**config.mk**
```make
export PLATFORM = sky130hd
export DESIGN_NAME = page_buffer_clock_manager
export DESIGN_NICKNAME = d
export VERILOG_FILES = /design/src/hw/rtl/pbcm_pkg.sv /design/src/hw/rtl/pbcm_scan.sv /design/src/hw/rtl/page_buffer_clock_manager.sv
export SDC_FILE = /design/constraint.sdc
export NUM_CORES = 2
export LEC_CHECK = 0
export BUFFER_PORTS_ARGS = -buffer_cell sky130_fd_sc_hd__buf_2
export CORE_MARGIN = 2
export CORE_UTILIZATION = 64
export DETAILED_ROUTE_END_ITERATION = 10
export PLACE_DENSITY = 0.81
export SLEW_MARGIN = 0
export SYNTH_ARGS = -nofsm -noshare
export SYNTH_HDL_FRONTEND = slang
export SYNTH_SLANG_ARGS = --single-unit
export TNS_END_PERCENT = 30
```
**constraint.sdc**
```tcl
create_clock -name clk -period 14.2 [get_ports clk]
set_clock_uncertainty 0.1 [all_clocks]
set_input_delay 1.42 -clock clk [delete_from_list [all_inputs] [get_ports clk]]
set_output_delay 1.42 -clock clk [all_outputs]
set_load 0.05 [all_outputs]
```
**src/hw/rtl/pbcm_pkg.sv**
```systemverilog
// Package for the page buffer clock manager: opcodes, result kinds, status codes, states.
package pbcm_pkg;
	localparam int FILE_W = 16;
	localparam int PAGE_W = 31;
	localparam int PINS_W = 16;

	typedef enum logic [2:0] {
		MODE_GET     = 3'd0,
		MODE_ALLOC   = 3'd1,
		MODE_DIRTY   = 3'd2,
		MODE_UNPIN   = 3'd3,
		MODE_FORCE   = 3'd4,
		MODE_FFILE   = 3'd5,
		MODE_FLUSH   = 3'd6,
		MODE_UNUSED  = 3'd7
	} mode_t;

	typedef enum logic [1:0] {
		KIND_WB   = 2'd0,
		KIND_READ = 2'd1,
		KIND_DONE = 2'd2
	} kind_t;

	typedef enum logic [1:0] {
		ST_OK      = 2'd0,
		ST_ABSENT  = 2'd1,
		ST_NOPINS  = 2'd2,
		ST_PRESENT = 2'd3
	} status_t;

	typedef enum logic [3:0] {
		S_IDLE,
		S_LOOK,
		S_FREE,
		S_SWEEP,
		S_EVICT,
		S_READ,
		S_WALK,
		S_WALKWB,
		S_OP,
		S_DONE
	} state_t;
endpackage

```
**src/hw/rtl/pbcm_scan.sv**
```systemverilog
// Shared slot comparator: tests the slot under the scan index against the current key.
module pbcm_scan #(
	parameter int SLOTS = 16,
	parameter int IDX_W = 4
) (
	input  logic                        valid_bit,
	input  logic [pbcm_pkg::FILE_W-1:0] entry_file,
	input  logic [pbcm_pkg::PAGE_W-1:0] entry_page,
	input  logic [pbcm_pkg::FILE_W-1:0] key_file,
	input  logic [pbcm_pkg::PAGE_W-1:0] key_page,
	input  logic [IDX_W-1:0]            idx,
	output logic                        page_hit,
	output logic                        file_hit,
	output logic                        at_end
);
	// One compare per cycle over the scanned slot
	assign file_hit = valid_bit && (entry_file == key_file);
	assign page_hit = file_hit && (entry_page == key_page);
	assign at_end   = (idx == IDX_W'(SLOTS - 1));
endmodule

```
**src/hw/rtl/page_buffer_clock_manager.sv**
```systemverilog
// Page buffer clock manager: slot metadata table, sequencer and result register.
// Each request is worked one slot per cycle, with lookups and file walks using a
// single shared comparator; while the output register is stalled, a pending
// writeback waits. Lookup and file walks cover up to SLOTS slots, the free-slot
// search up to SLOTS, and the clock sweep up to SLOTS+1 hand steps. No new
// request is accepted until its completion has been loaded into the output
// register. Results sit in one output register; stall holds it.
module page_buffer_clock_manager #(
	parameter int SLOTS = 16
) (
	input  logic        clk,
	input  logic        arst_n,
	input  logic        in_valid,
	output logic        in_stall,
	input  logic [2:0]  mode,
	input  logic [15:0] file_id,
	input  logic [30:0] page_num,
	output logic        out_valid,
	input  logic        out_stall,
	output logic [1:0]  kind,
	output logic [3:0]  slot_index,
	output logic [15:0] out_file,
	output logic [30:0] out_page,
	output logic        fault,
	output logic        pinned_warning,
	output logic [1:0]  status,
	output logic        last
);
	localparam int IDX_W = $clog2(SLOTS);

	// Slot table
	logic [SLOTS-1:0]                  valid_q, dirty_q, ref_q;
	logic [pbcm_pkg::PINS_W-1:0]       pins_q [SLOTS];
	logic [pbcm_pkg::FILE_W-1:0]       file_q [SLOTS];
	logic [pbcm_pkg::PAGE_W-1:0]       page_q [SLOTS];
	logic [IDX_W-1:0]                  hand_q;

	// Request context
	pbcm_pkg::state_t                  state_q, state_d;
	pbcm_pkg::mode_t                   mode_q;
	logic [pbcm_pkg::FILE_W-1:0]       kfile_q;
	logic [pbcm_pkg::PAGE_W-1:0]       kpage_q;
	logic [IDX_W-1:0]                  idx_q, slot_q;
	logic                              warn_q, found_q, nopin_q;

	// Output register
	logic                              ovalid_q;
	pbcm_pkg::kind_t                   okind_q;
	logic [3:0]                        oslot_q;
	logic [15:0]                       ofile_q;
	logic [30:0]                       opage_q;
	logic                              ofault_q, owarn_q, olast_q;
	pbcm_pkg::status_t                 ostat_q;

	logic page_hit, file_hit, at_end, out_free, wb_go;

	pbcm_scan #(.SLOTS(SLOTS), .IDX_W(IDX_W)) u_scan (
		.valid_bit (valid_q[idx_q]),
		.entry_file(file_q[idx_q]),
		.entry_page(page_q[idx_q]),
		.key_file  (kfile_q),
		.key_page  (kpage_q),
		.idx       (idx_q),
		.page_hit  (page_hit),
		.file_hit  (file_hit),
		.at_end    (at_end)
	);

	assign out_free = !ovalid_q || !out_stall;
	assign in_stall = (state_q != pbcm_pkg::S_IDLE);

	// Next state
	always_comb begin
		state_d = state_q;
		unique case (state_q)
			pbcm_pkg::S_IDLE: begin
				if (in_valid) begin
					if (mode == pbcm_pkg::MODE_FFILE || mode == pbcm_pkg::MODE_FLUSH)
						state_d = pbcm_pkg::S_WALK;
					else if (mode == pbcm_pkg::MODE_UNUSED)
						state_d = pbcm_pkg::S_DONE;
					else
						state_d = pbcm_pkg::S_LOOK;
				end
			end
			pbcm_pkg::S_LOOK: begin
				if (page_hit)
					state_d = pbcm_pkg::S_OP;
				else if (at_end) begin
					if (mode_q == pbcm_pkg::MODE_GET || mode_q == pbcm_pkg::MODE_ALLOC)
						state_d = pbcm_pkg::S_FREE;
					else
						state_d = pbcm_pkg::S_DONE;
				end
			end
			pbcm_pkg::S_FREE: begin
				if (!valid_q[idx_q])
					state_d = (mode_q == pbcm_pkg::MODE_GET) ? pbcm_pkg::S_READ
						: pbcm_pkg::S_DONE;
				else if (at_end)
					state_d = pbcm_pkg::S_SWEEP;
			end
			pbcm_pkg::S_SWEEP: begin
				if (!ref_q[(hand_q == IDX_W'(SLOTS - 1)) ? '0 : hand_q + 1'b1])
					state_d = pbcm_pkg::S_EVICT;
			end
			pbcm_pkg::S_EVICT: begin
				if (!dirty_q[slot_q] || out_free)
					state_d = (mode_q == pbcm_pkg::MODE_GET) ? pbcm_pkg::S_READ
						: pbcm_pkg::S_DONE;
			end
			pbcm_pkg::S_READ: begin
				if (out_free)
					state_d = pbcm_pkg::S_DONE;
			end
			pbcm_pkg::S_WALK: begin
				if (file_hit && dirty_q[idx_q])
					state_d = pbcm_pkg::S_WALKWB;
				else if (at_end)
					state_d = pbcm_pkg::S_DONE;
			end
			pbcm_pkg::S_WALKWB: begin
				if (out_free)
					state_d = at_end ? pbcm_pkg::S_DONE : pbcm_pkg::S_WALK;
			end
			pbcm_pkg::S_OP: begin
				if (mode_q == pbcm_pkg::MODE_FORCE && dirty_q[slot_q]) begin
					if (out_free)
						state_d = pbcm_pkg::S_DONE;
				end else begin
					state_d = pbcm_pkg::S_DONE;
				end
			end
			pbcm_pkg::S_DONE: begin
				if (out_free)
					state_d = pbcm_pkg::S_IDLE;
			end
			default: state_d = pbcm_pkg::S_IDLE;
		endcase
	end

	// Writeback emitted this cycle (eviction, forced page or walk)
	always_comb begin
		wb_go = 1'b0;
		unique case (state_q)
			pbcm_pkg::S_EVICT:  wb_go = dirty_q[slot_q] && out_free;
			pbcm_pkg::S_WALKWB: wb_go = out_free;
			pbcm_pkg::S_OP:     wb_go = mode_q == pbcm_pkg::MODE_FORCE && dirty_q[slot_q]
				&& out_free;
			default:            wb_go = 1'b0;
		endcase
	end

	always_ff @(posedge clk or negedge arst_n) begin
		if (!arst_n)
			state_q <= pbcm_pkg::S_IDLE;
		else
			state_q <= state_d;
	end

	// Table and context updates
	always_ff @(posedge clk or negedge arst_n) begin
		if (!arst_n) begin
			valid_q <= '0;
			dirty_q <= '0;
			ref_q   <= '0;
			for (int i = 0; i < SLOTS; i++)
				pins_q[i] <= '0;
			hand_q  <= IDX_W'(SLOTS - 1);
			idx_q   <= '0;
			slot_q  <= '0;
			warn_q  <= 1'b0;
			found_q <= 1'b0;
			nopin_q <= 1'b0;
			mode_q  <= pbcm_pkg::MODE_GET;
		end else begin
			unique case (state_q)
				pbcm_pkg::S_IDLE: begin
					if (in_valid) begin
						mode_q  <= pbcm_pkg::mode_t'(mode);
						idx_q   <= '0;
						slot_q  <= '0;
						warn_q  <= 1'b0;
						found_q <= 1'b0;
						nopin_q <= 1'b0;
					end
				end
				pbcm_pkg::S_LOOK: begin
					if (page_hit) begin
						slot_q  <= idx_q;
						found_q <= 1'b1;
					end else if (at_end) begin
						idx_q <= '0;
					end else begin
						idx_q <= idx_q + 1'b1;
					end
				end
				pbcm_pkg::S_FREE: begin
					if (!valid_q[idx_q]) begin
						slot_q <= idx_q;
						valid_q[idx_q] <= 1'b1;
						dirty_q[idx_q] <= 1'b0;
						pins_q[idx_q]  <= 16'd1;
						ref_q[idx_q]   <= 1'b1;
					end else if (!at_end) begin
						idx_q <= idx_q + 1'b1;
					end
				end
				pbcm_pkg::S_SWEEP: begin
					hand_q <= (hand_q == IDX_W'(SLOTS - 1)) ? '0 : hand_q + 1'b1;
					if (ref_q[(hand_q == IDX_W'(SLOTS - 1)) ? '0 : hand_q + 1'b1])
						ref_q[(hand_q == IDX_W'(SLOTS - 1)) ? '0 : hand_q + 1'b1] <= 1'b0;
					else
						slot_q <= (hand_q == IDX_W'(SLOTS - 1)) ? '0 : hand_q + 1'b1;
				end
				pbcm_pkg::S_EVICT: begin
					if (!dirty_q[slot_q] || out_free) begin
						warn_q <= warn_q | (pins_q[slot_q] != '0);
						valid_q[slot_q] <= 1'b1;
						dirty_q[slot_q] <= 1'b0;
						pins_q[slot_q]  <= 16'd1;
						ref_q[slot_q]   <= 1'b1;
					end
				end
				pbcm_pkg::S_WALK: begin
					if (file_hit) begin
						warn_q <= warn_q | (pins_q[idx_q] != '0);
						if (!dirty_q[idx_q] && mode_q == pbcm_pkg::MODE_FLUSH) begin
							valid_q[idx_q] <= 1'b0;
							pins_q[idx_q]  <= '0;
							ref_q[idx_q]   <= 1'b0;
						end
					end
					if (!(file_hit && dirty_q[idx_q]) && !at_end)
						idx_q <= idx_q + 1'b1;
				end
				pbcm_pkg::S_WALKWB: begin
					if (out_free) begin
						dirty_q[idx_q] <= 1'b0;
						if (mode_q == pbcm_pkg::MODE_FLUSH) begin
							valid_q[idx_q] <= 1'b0;
							pins_q[idx_q]  <= '0;
							ref_q[idx_q]   <= 1'b0;
						end
						if (!at_end)
							idx_q <= idx_q + 1'b1;
					end
				end
				pbcm_pkg::S_OP: begin
					// pin count as found, before any unpin
					nopin_q <= (pins_q[slot_q] == '0);
					unique case (mode_q)
						pbcm_pkg::MODE_GET: begin
							if (pins_q[slot_q] != '1)
								pins_q[slot_q] <= pins_q[slot_q] + 1'b1;
							ref_q[slot_q] <= 1'b1;
						end
						pbcm_pkg::MODE_DIRTY: begin
							if (pins_q[slot_q] != '0)
								dirty_q[slot_q] <= 1'b1;
						end
						pbcm_pkg::MODE_UNPIN: begin
							if (pins_q[slot_q] != '0)
								pins_q[slot_q] <= pins_q[slot_q] - 1'b1;
						end
						pbcm_pkg::MODE_FORCE: begin
							if (!dirty_q[slot_q] || out_free) begin
								warn_q <= pins_q[slot_q] != '0;
								dirty_q[slot_q] <= 1'b0;
							end
						end
						default: ;
					endcase
				end
				default: ;
			endcase
		end
	end

	// Key and page storage: written on accept and on install
	always_ff @(posedge clk) begin
		if (state_q == pbcm_pkg::S_IDLE && in_valid) begin
			kfile_q <= file_id;
			kpage_q <= page_num;
		end
		if (state_q == pbcm_pkg::S_FREE && !valid_q[idx_q]) begin
			file_q[idx_q] <= kfile_q;
			page_q[idx_q] <= kpage_q;
		end
		if (state_q == pbcm_pkg::S_EVICT && (!dirty_q[slot_q] || out_free)) begin
			file_q[slot_q] <= kfile_q;
			page_q[slot_q] <= kpage_q;
		end
	end

	// Output register
	always_ff @(posedge clk or negedge arst_n) begin
		if (!arst_n)
			ovalid_q <= 1'b0;
		else if (wb_go || (out_free && (state_q == pbcm_pkg::S_READ
				|| state_q == pbcm_pkg::S_DONE)))
			ovalid_q <= 1'b1;
		else if (!out_stall)
			ovalid_q <= 1'b0;
	end

	always_ff @(posedge clk) begin
		if (wb_go) begin
			okind_q  <= pbcm_pkg::KIND_WB;
			ofault_q <= 1'b0;
			ostat_q  <= pbcm_pkg::ST_OK;
			olast_q  <= 1'b0;
			if (state_q == pbcm_pkg::S_WALKWB) begin
				oslot_q <= 4'(idx_q);
				ofile_q <= file_q[idx_q];
				opage_q <= page_q[idx_q];
				owarn_q <= pins_q[idx_q] != '0;
			end else begin
				oslot_q <= 4'(slot_q);
				ofile_q <= file_q[slot_q];
				opage_q <= page_q[slot_q];
				owarn_q <= pins_q[slot_q] != '0;
			end
		end else if (out_free && state_q == pbcm_pkg::S_READ) begin
			okind_q  <= pbcm_pkg::KIND_READ;
			oslot_q  <= 4'(slot_q);
			ofile_q  <= kfile_q;
			opage_q  <= kpage_q;
			ofault_q <= 1'b0;
			owarn_q  <= 1'b0;
			ostat_q  <= pbcm_pkg::ST_OK;
			olast_q  <= 1'b0;
		end else if (out_free && state_q == pbcm_pkg::S_DONE) begin
			okind_q  <= pbcm_pkg::KIND_DONE;
			olast_q  <= 1'b1;
			ofile_q  <= kfile_q;
			opage_q  <= kpage_q;
			oslot_q  <= 4'(slot_q);
			ofault_q <= 1'b0;
			owarn_q  <= 1'b0;
			ostat_q  <= pbcm_pkg::ST_OK;
			unique case (mode_q)
				pbcm_pkg::MODE_GET, pbcm_pkg::MODE_ALLOC: begin
					if (!found_q) begin
						ofault_q <= 1'b1;
						owarn_q  <= warn_q;
					end else if (mode_q == pbcm_pkg::MODE_ALLOC) begin
						ostat_q <= pbcm_pkg::ST_PRESENT;
					end
				end
				pbcm_pkg::MODE_DIRTY, pbcm_pkg::MODE_UNPIN: begin
					if (!found_q)
						ostat_q <= pbcm_pkg::ST_ABSENT;
					else if (nopin_q)
						ostat_q <= pbcm_pkg::ST_NOPINS;
				end
				pbcm_pkg::MODE_FORCE: begin
					if (!found_q)
						ostat_q <= pbcm_pkg::ST_ABSENT;
					owarn_q <= warn_q;
				end
				pbcm_pkg::MODE_FFILE, pbcm_pkg::MODE_FLUSH: begin
					opage_q <= '0;
					oslot_q <= '0;
					owarn_q <= warn_q;
				end
				default: oslot_q <= '0;
			endcase
		end
	end

	assign out_valid      = ovalid_q;
	assign kind           = okind_q;
	assign slot_index     = oslot_q;
	assign out_file       = ofile_q;
	assign out_page       = opage_q;
	assign fault          = ofault_q;
	assign pinned_warning = owarn_q;
	assign status         = ostat_q;
	assign last           = olast_q;
endmodule

```
==> results.sh <==
export IMPL_r2r_start="idx_q[0]"
export IMPL_cts_buffers=115
export IMPL_core_um2=90100
export IMPL_final_area_um2=63700
export IMPL_place_gp_congestion=0.960
export IMPL_area_growth_pct=9.33
export IMPL_finalMaxSlewViolations=0
export IMPL_syn_area_um2=58300
export IMPL_drv_cap=0
export IMPL_min_period_over_period_pct=52.5
export IMPL_vias=39600
export IMPL_start_util_pct=64.6
export IMPL_drive_above_1_share_pct=24.2
export IMPL_path_buf_inv=3
export IMPL_die_x_um=306
export IMPL_hold_buffers=0
export IMPL_ys_flop_type="edfxtp_1"
export IMPL_placedInstanceArea_um2=59800
export IMPL_cp_required_ns=14.74
export IMPL_h_tree_depth=3
export IMPL_cp_cell_sequence="buf_12 -> buf_4 -> nor2b_2 -> buf_4 -> a22oi_1 -> nand2_1 -> xnor2_1 -> or4_1 -> a211oi_2 -> a21boi_2 -> or4_4 -> nor2_2 -> a22o_1"
export IMPL_grt_max_degree=105
export IMPL_r2r_end="pins_q[79]"
export IMPL_reg2regPathDepth=13
export IMPL_hold_class="flip-flop to flip-flop"
export IMPL_setup_tns_ns=0
export IMPL_yosysSeqAreaShare_pct=58.1
export IMPL_critPathMaxStageDelay_ns=0.98
export IMPL_die_area_um2=93500
export IMPL_grt_pass1_wl_um=252000
export IMPL_clockBufferDepth=3
export IMPL_cp_slowest_cell="or4_4"
export IMPL_ios=114
export IMPL_clk_latency_ns=0.71
export IMPL_cts_resized_gates=0
export IMPL_antenna_found_initial=1
export IMPL_cts_setup_buffers=0
export IMPL_post_route_drc_count=0
export IMPL_syn_inst=3842
export IMPL_max_freq_mhz=134
export IMPL_grtUsageTotal_pct=36.4
export IMPL_startpoint_type="flip-flop"
export IMPL_cts_num_sinks=1183
export IMPL_io_buffer_count=113
export IMPL_relSlewSlack_pct=9.04
export IMPL_first_pass_iters=8
export IMPL_synth_edff_count=851
export IMPL_final_setup_viol_count=0
export IMPL_cpLargestDelayFamily="simple AND/OR/NAND/NOR gates"
export IMPL_dpl_hpwl_um=98000
export IMPL_viasPerCell=7.72
export IMPL_postSynth_asyncResetShare_pct=27.6
export IMPL_finalHoldViolations=0
export IMPL_hold_ws_ns=0.354
export IMPL_ff_latch_area_um2=33900
export IMPL_synth_top_area_share_pct=43.9
export IMPL_irDropWorstVdd_mv=0.157
export IMPL_syn_nets=3906
export IMPL_synth_area_leaders="edfxtp_1 44%, mux4_2 18%, dfrtp_1 14%"
export IMPL_antenna_left=0
export IMPL_cts_root_buf="clkbuf_16"
export IMPL_cts_tree="yes"
export IMPL_tightest_slew_ns=1.35
export IMPL_reg2reg_slack_ns=6.75
export IMPL_synth_distinct_cells=85
export IMPL_p_leak_nw=22.0
export IMPL_status="finished, final reports clean"
export IMPL_fin_crit_ns=7.45
export IMPL_synth_warnings=0
export IMPL_ys_seq_elements=1183
export IMPL_avgRoutedWirePerCell_um=32.9
export IMPL_cp_end_kind="flip-flop"
export IMPL_cellPowerDensity_nw_per_um2=183
export IMPL_multiInputGateArea_um2=23000
export IMPL_hp_start="last"
export IMPL_power_total_w=0.0116
export IMPL_fillers=5512
export IMPL_rows=110
export IMPL_path_class="flip-flop to flip-flop"
export IMPL_cpMostUsedCell="buf_4"
export IMPL_grt_pass1_vias=39600
export IMPL_min_path_cells=2
export IMPL_clk_pin_slew_ns=0.07
export IMPL_cp_max_fo=88
export IMPL_drt_initial_drc_count=6687
export IMPL_avgSynthCellArea_um2=15.2
export IMPL_grt_ovfl_total=0
export IMPL_cp_data_arrival_time_ns=7.99
export IMPL_min_to="last"
export IMPL_synth_area_leader_cell="edfxtp_1"
export IMPL_die_height_um=306
export IMPL_wirelength_um=169000
export IMPL_final_nets=3918
export IMPL_rsz0062_at_grt="no"
## kinds of logic (layout without fill, tap and decap cells)
kind of cell             after synthesis  in the layout  synth area share [%]
AO/OA/AOI/OAI                        820            820                  10.0
XOR/XNOR                              84             84                  1.26
adder cells (fa/ha/maj)               10             10                 0.215
buffers and inverters                344            455                  2.69
flip-flops                          1183           1183                  58.1
multiplexers                         666            666                  21.5
other                                  0              1                     0
AND/OR/NAND/NOR                      735            735                  6.21
## cells in the mapped netlist (all sizes together) (57+ instances only)
cell	instances
mux4	464
nor4	60
a21oi	116
clkbuf	169
mux2i	156
nand2	231
buf	130
a22oi	57
nor2	164
edfxtp	851
dfrtp	323
a22o	237
nand3	77
o21ai	165
nor3	57
## flip-flops by register name, summed over array words and instances (netlist names), 16 cells and up
register  count
kfile_q      16
dirty_q      16
out_file     16
valid_q      16
ref_q        16
page_q      496
kpage_q      31
out_page     31
pins_q      256
file_q      256
## layer usage
metal	global-route usage (%)	routed length, µm
met1	48.5	57100
met4	20.0	11100
met3	8.04	21800
met2	56.6	79000
met5	0	0
## layout make-up
cell class / count / area share [%]
multi-input combinational: 2315 / 36.2
sequential: 1183 / 53.2
timing repair buffer: 194 / 1.92
tap: 1176 / 2.31
antenna: 1 / 0.00393
clock inverter: 74 / 1.32
inverter: 45 / 0.267
clock buffer: 142 / 4.85
## power by group
part           leakage [nW]  internal, W  total [W]  switching [W]
Combinational          8.03      0.00161    0.00401        0.00240
Clock                  1.93      0.00185    0.00319        0.00134
Sequential             12.1      0.00405    0.00444       0.000389
Total                  22.0      0.00751     0.0116        0.00413
## worst register-to-register path, delay by kind of cell (launching register included)
| family | cells | cell delay (ns) |
|---|---|---|
| buffers and inverters | 3 | 1.92 |
| AO/OA/AOI/OAI | 4 | 1.22 |
| XOR/XNOR | 1 | 0.09 |
| AND/OR/NAND/NOR | 5 | 3.12 |
| flip-flops | 1 | 0.96 |
## cells in the final DEF, fill, tap and decap left out, drive strengths merged, types with 52 or more instances in the layout
cell type	instances
clkinv	52
mux2i	156
o21ai	165
dfrtp	323
a22o	237
nor2	164
nand2	231
nand3	77
mux4	464
a21oi	116
nor3	57
edfxtp	851
nor4	60
buf	194
clkbuf	142
a22oi	57
## stage by stage
step	setup WS (ns)	utilization (%)	cells
floorplan	8.56	-	3842
global placement	7.09	66.3	4913
detailed placement	6.93	66.3	4913
CTS	6.94	70.7	5129
global route	6.43	70.7	5129
finish	6.75	70.7	5130
## worst max path at each step
stage | depth (start not counted) | end | from | slack (ns)
after floorplan | 8 | file_q[2][0] | slot_q[1] | 8.56
after global placement | 12 | pins_q[79] | idx_q[0] | 7.09
after global routing | 12 | pins_q[106] | idx_q[0] | 6.43
after CTS | 12 | pins_q[79] | idx_q[0] | 6.94
after detailed placement | 12 | pins_q[79] | idx_q[0] | 6.93
final | 13 | pins_q[79] | idx_q[0] | 6.75
Power figures use the tool's default switching activity.
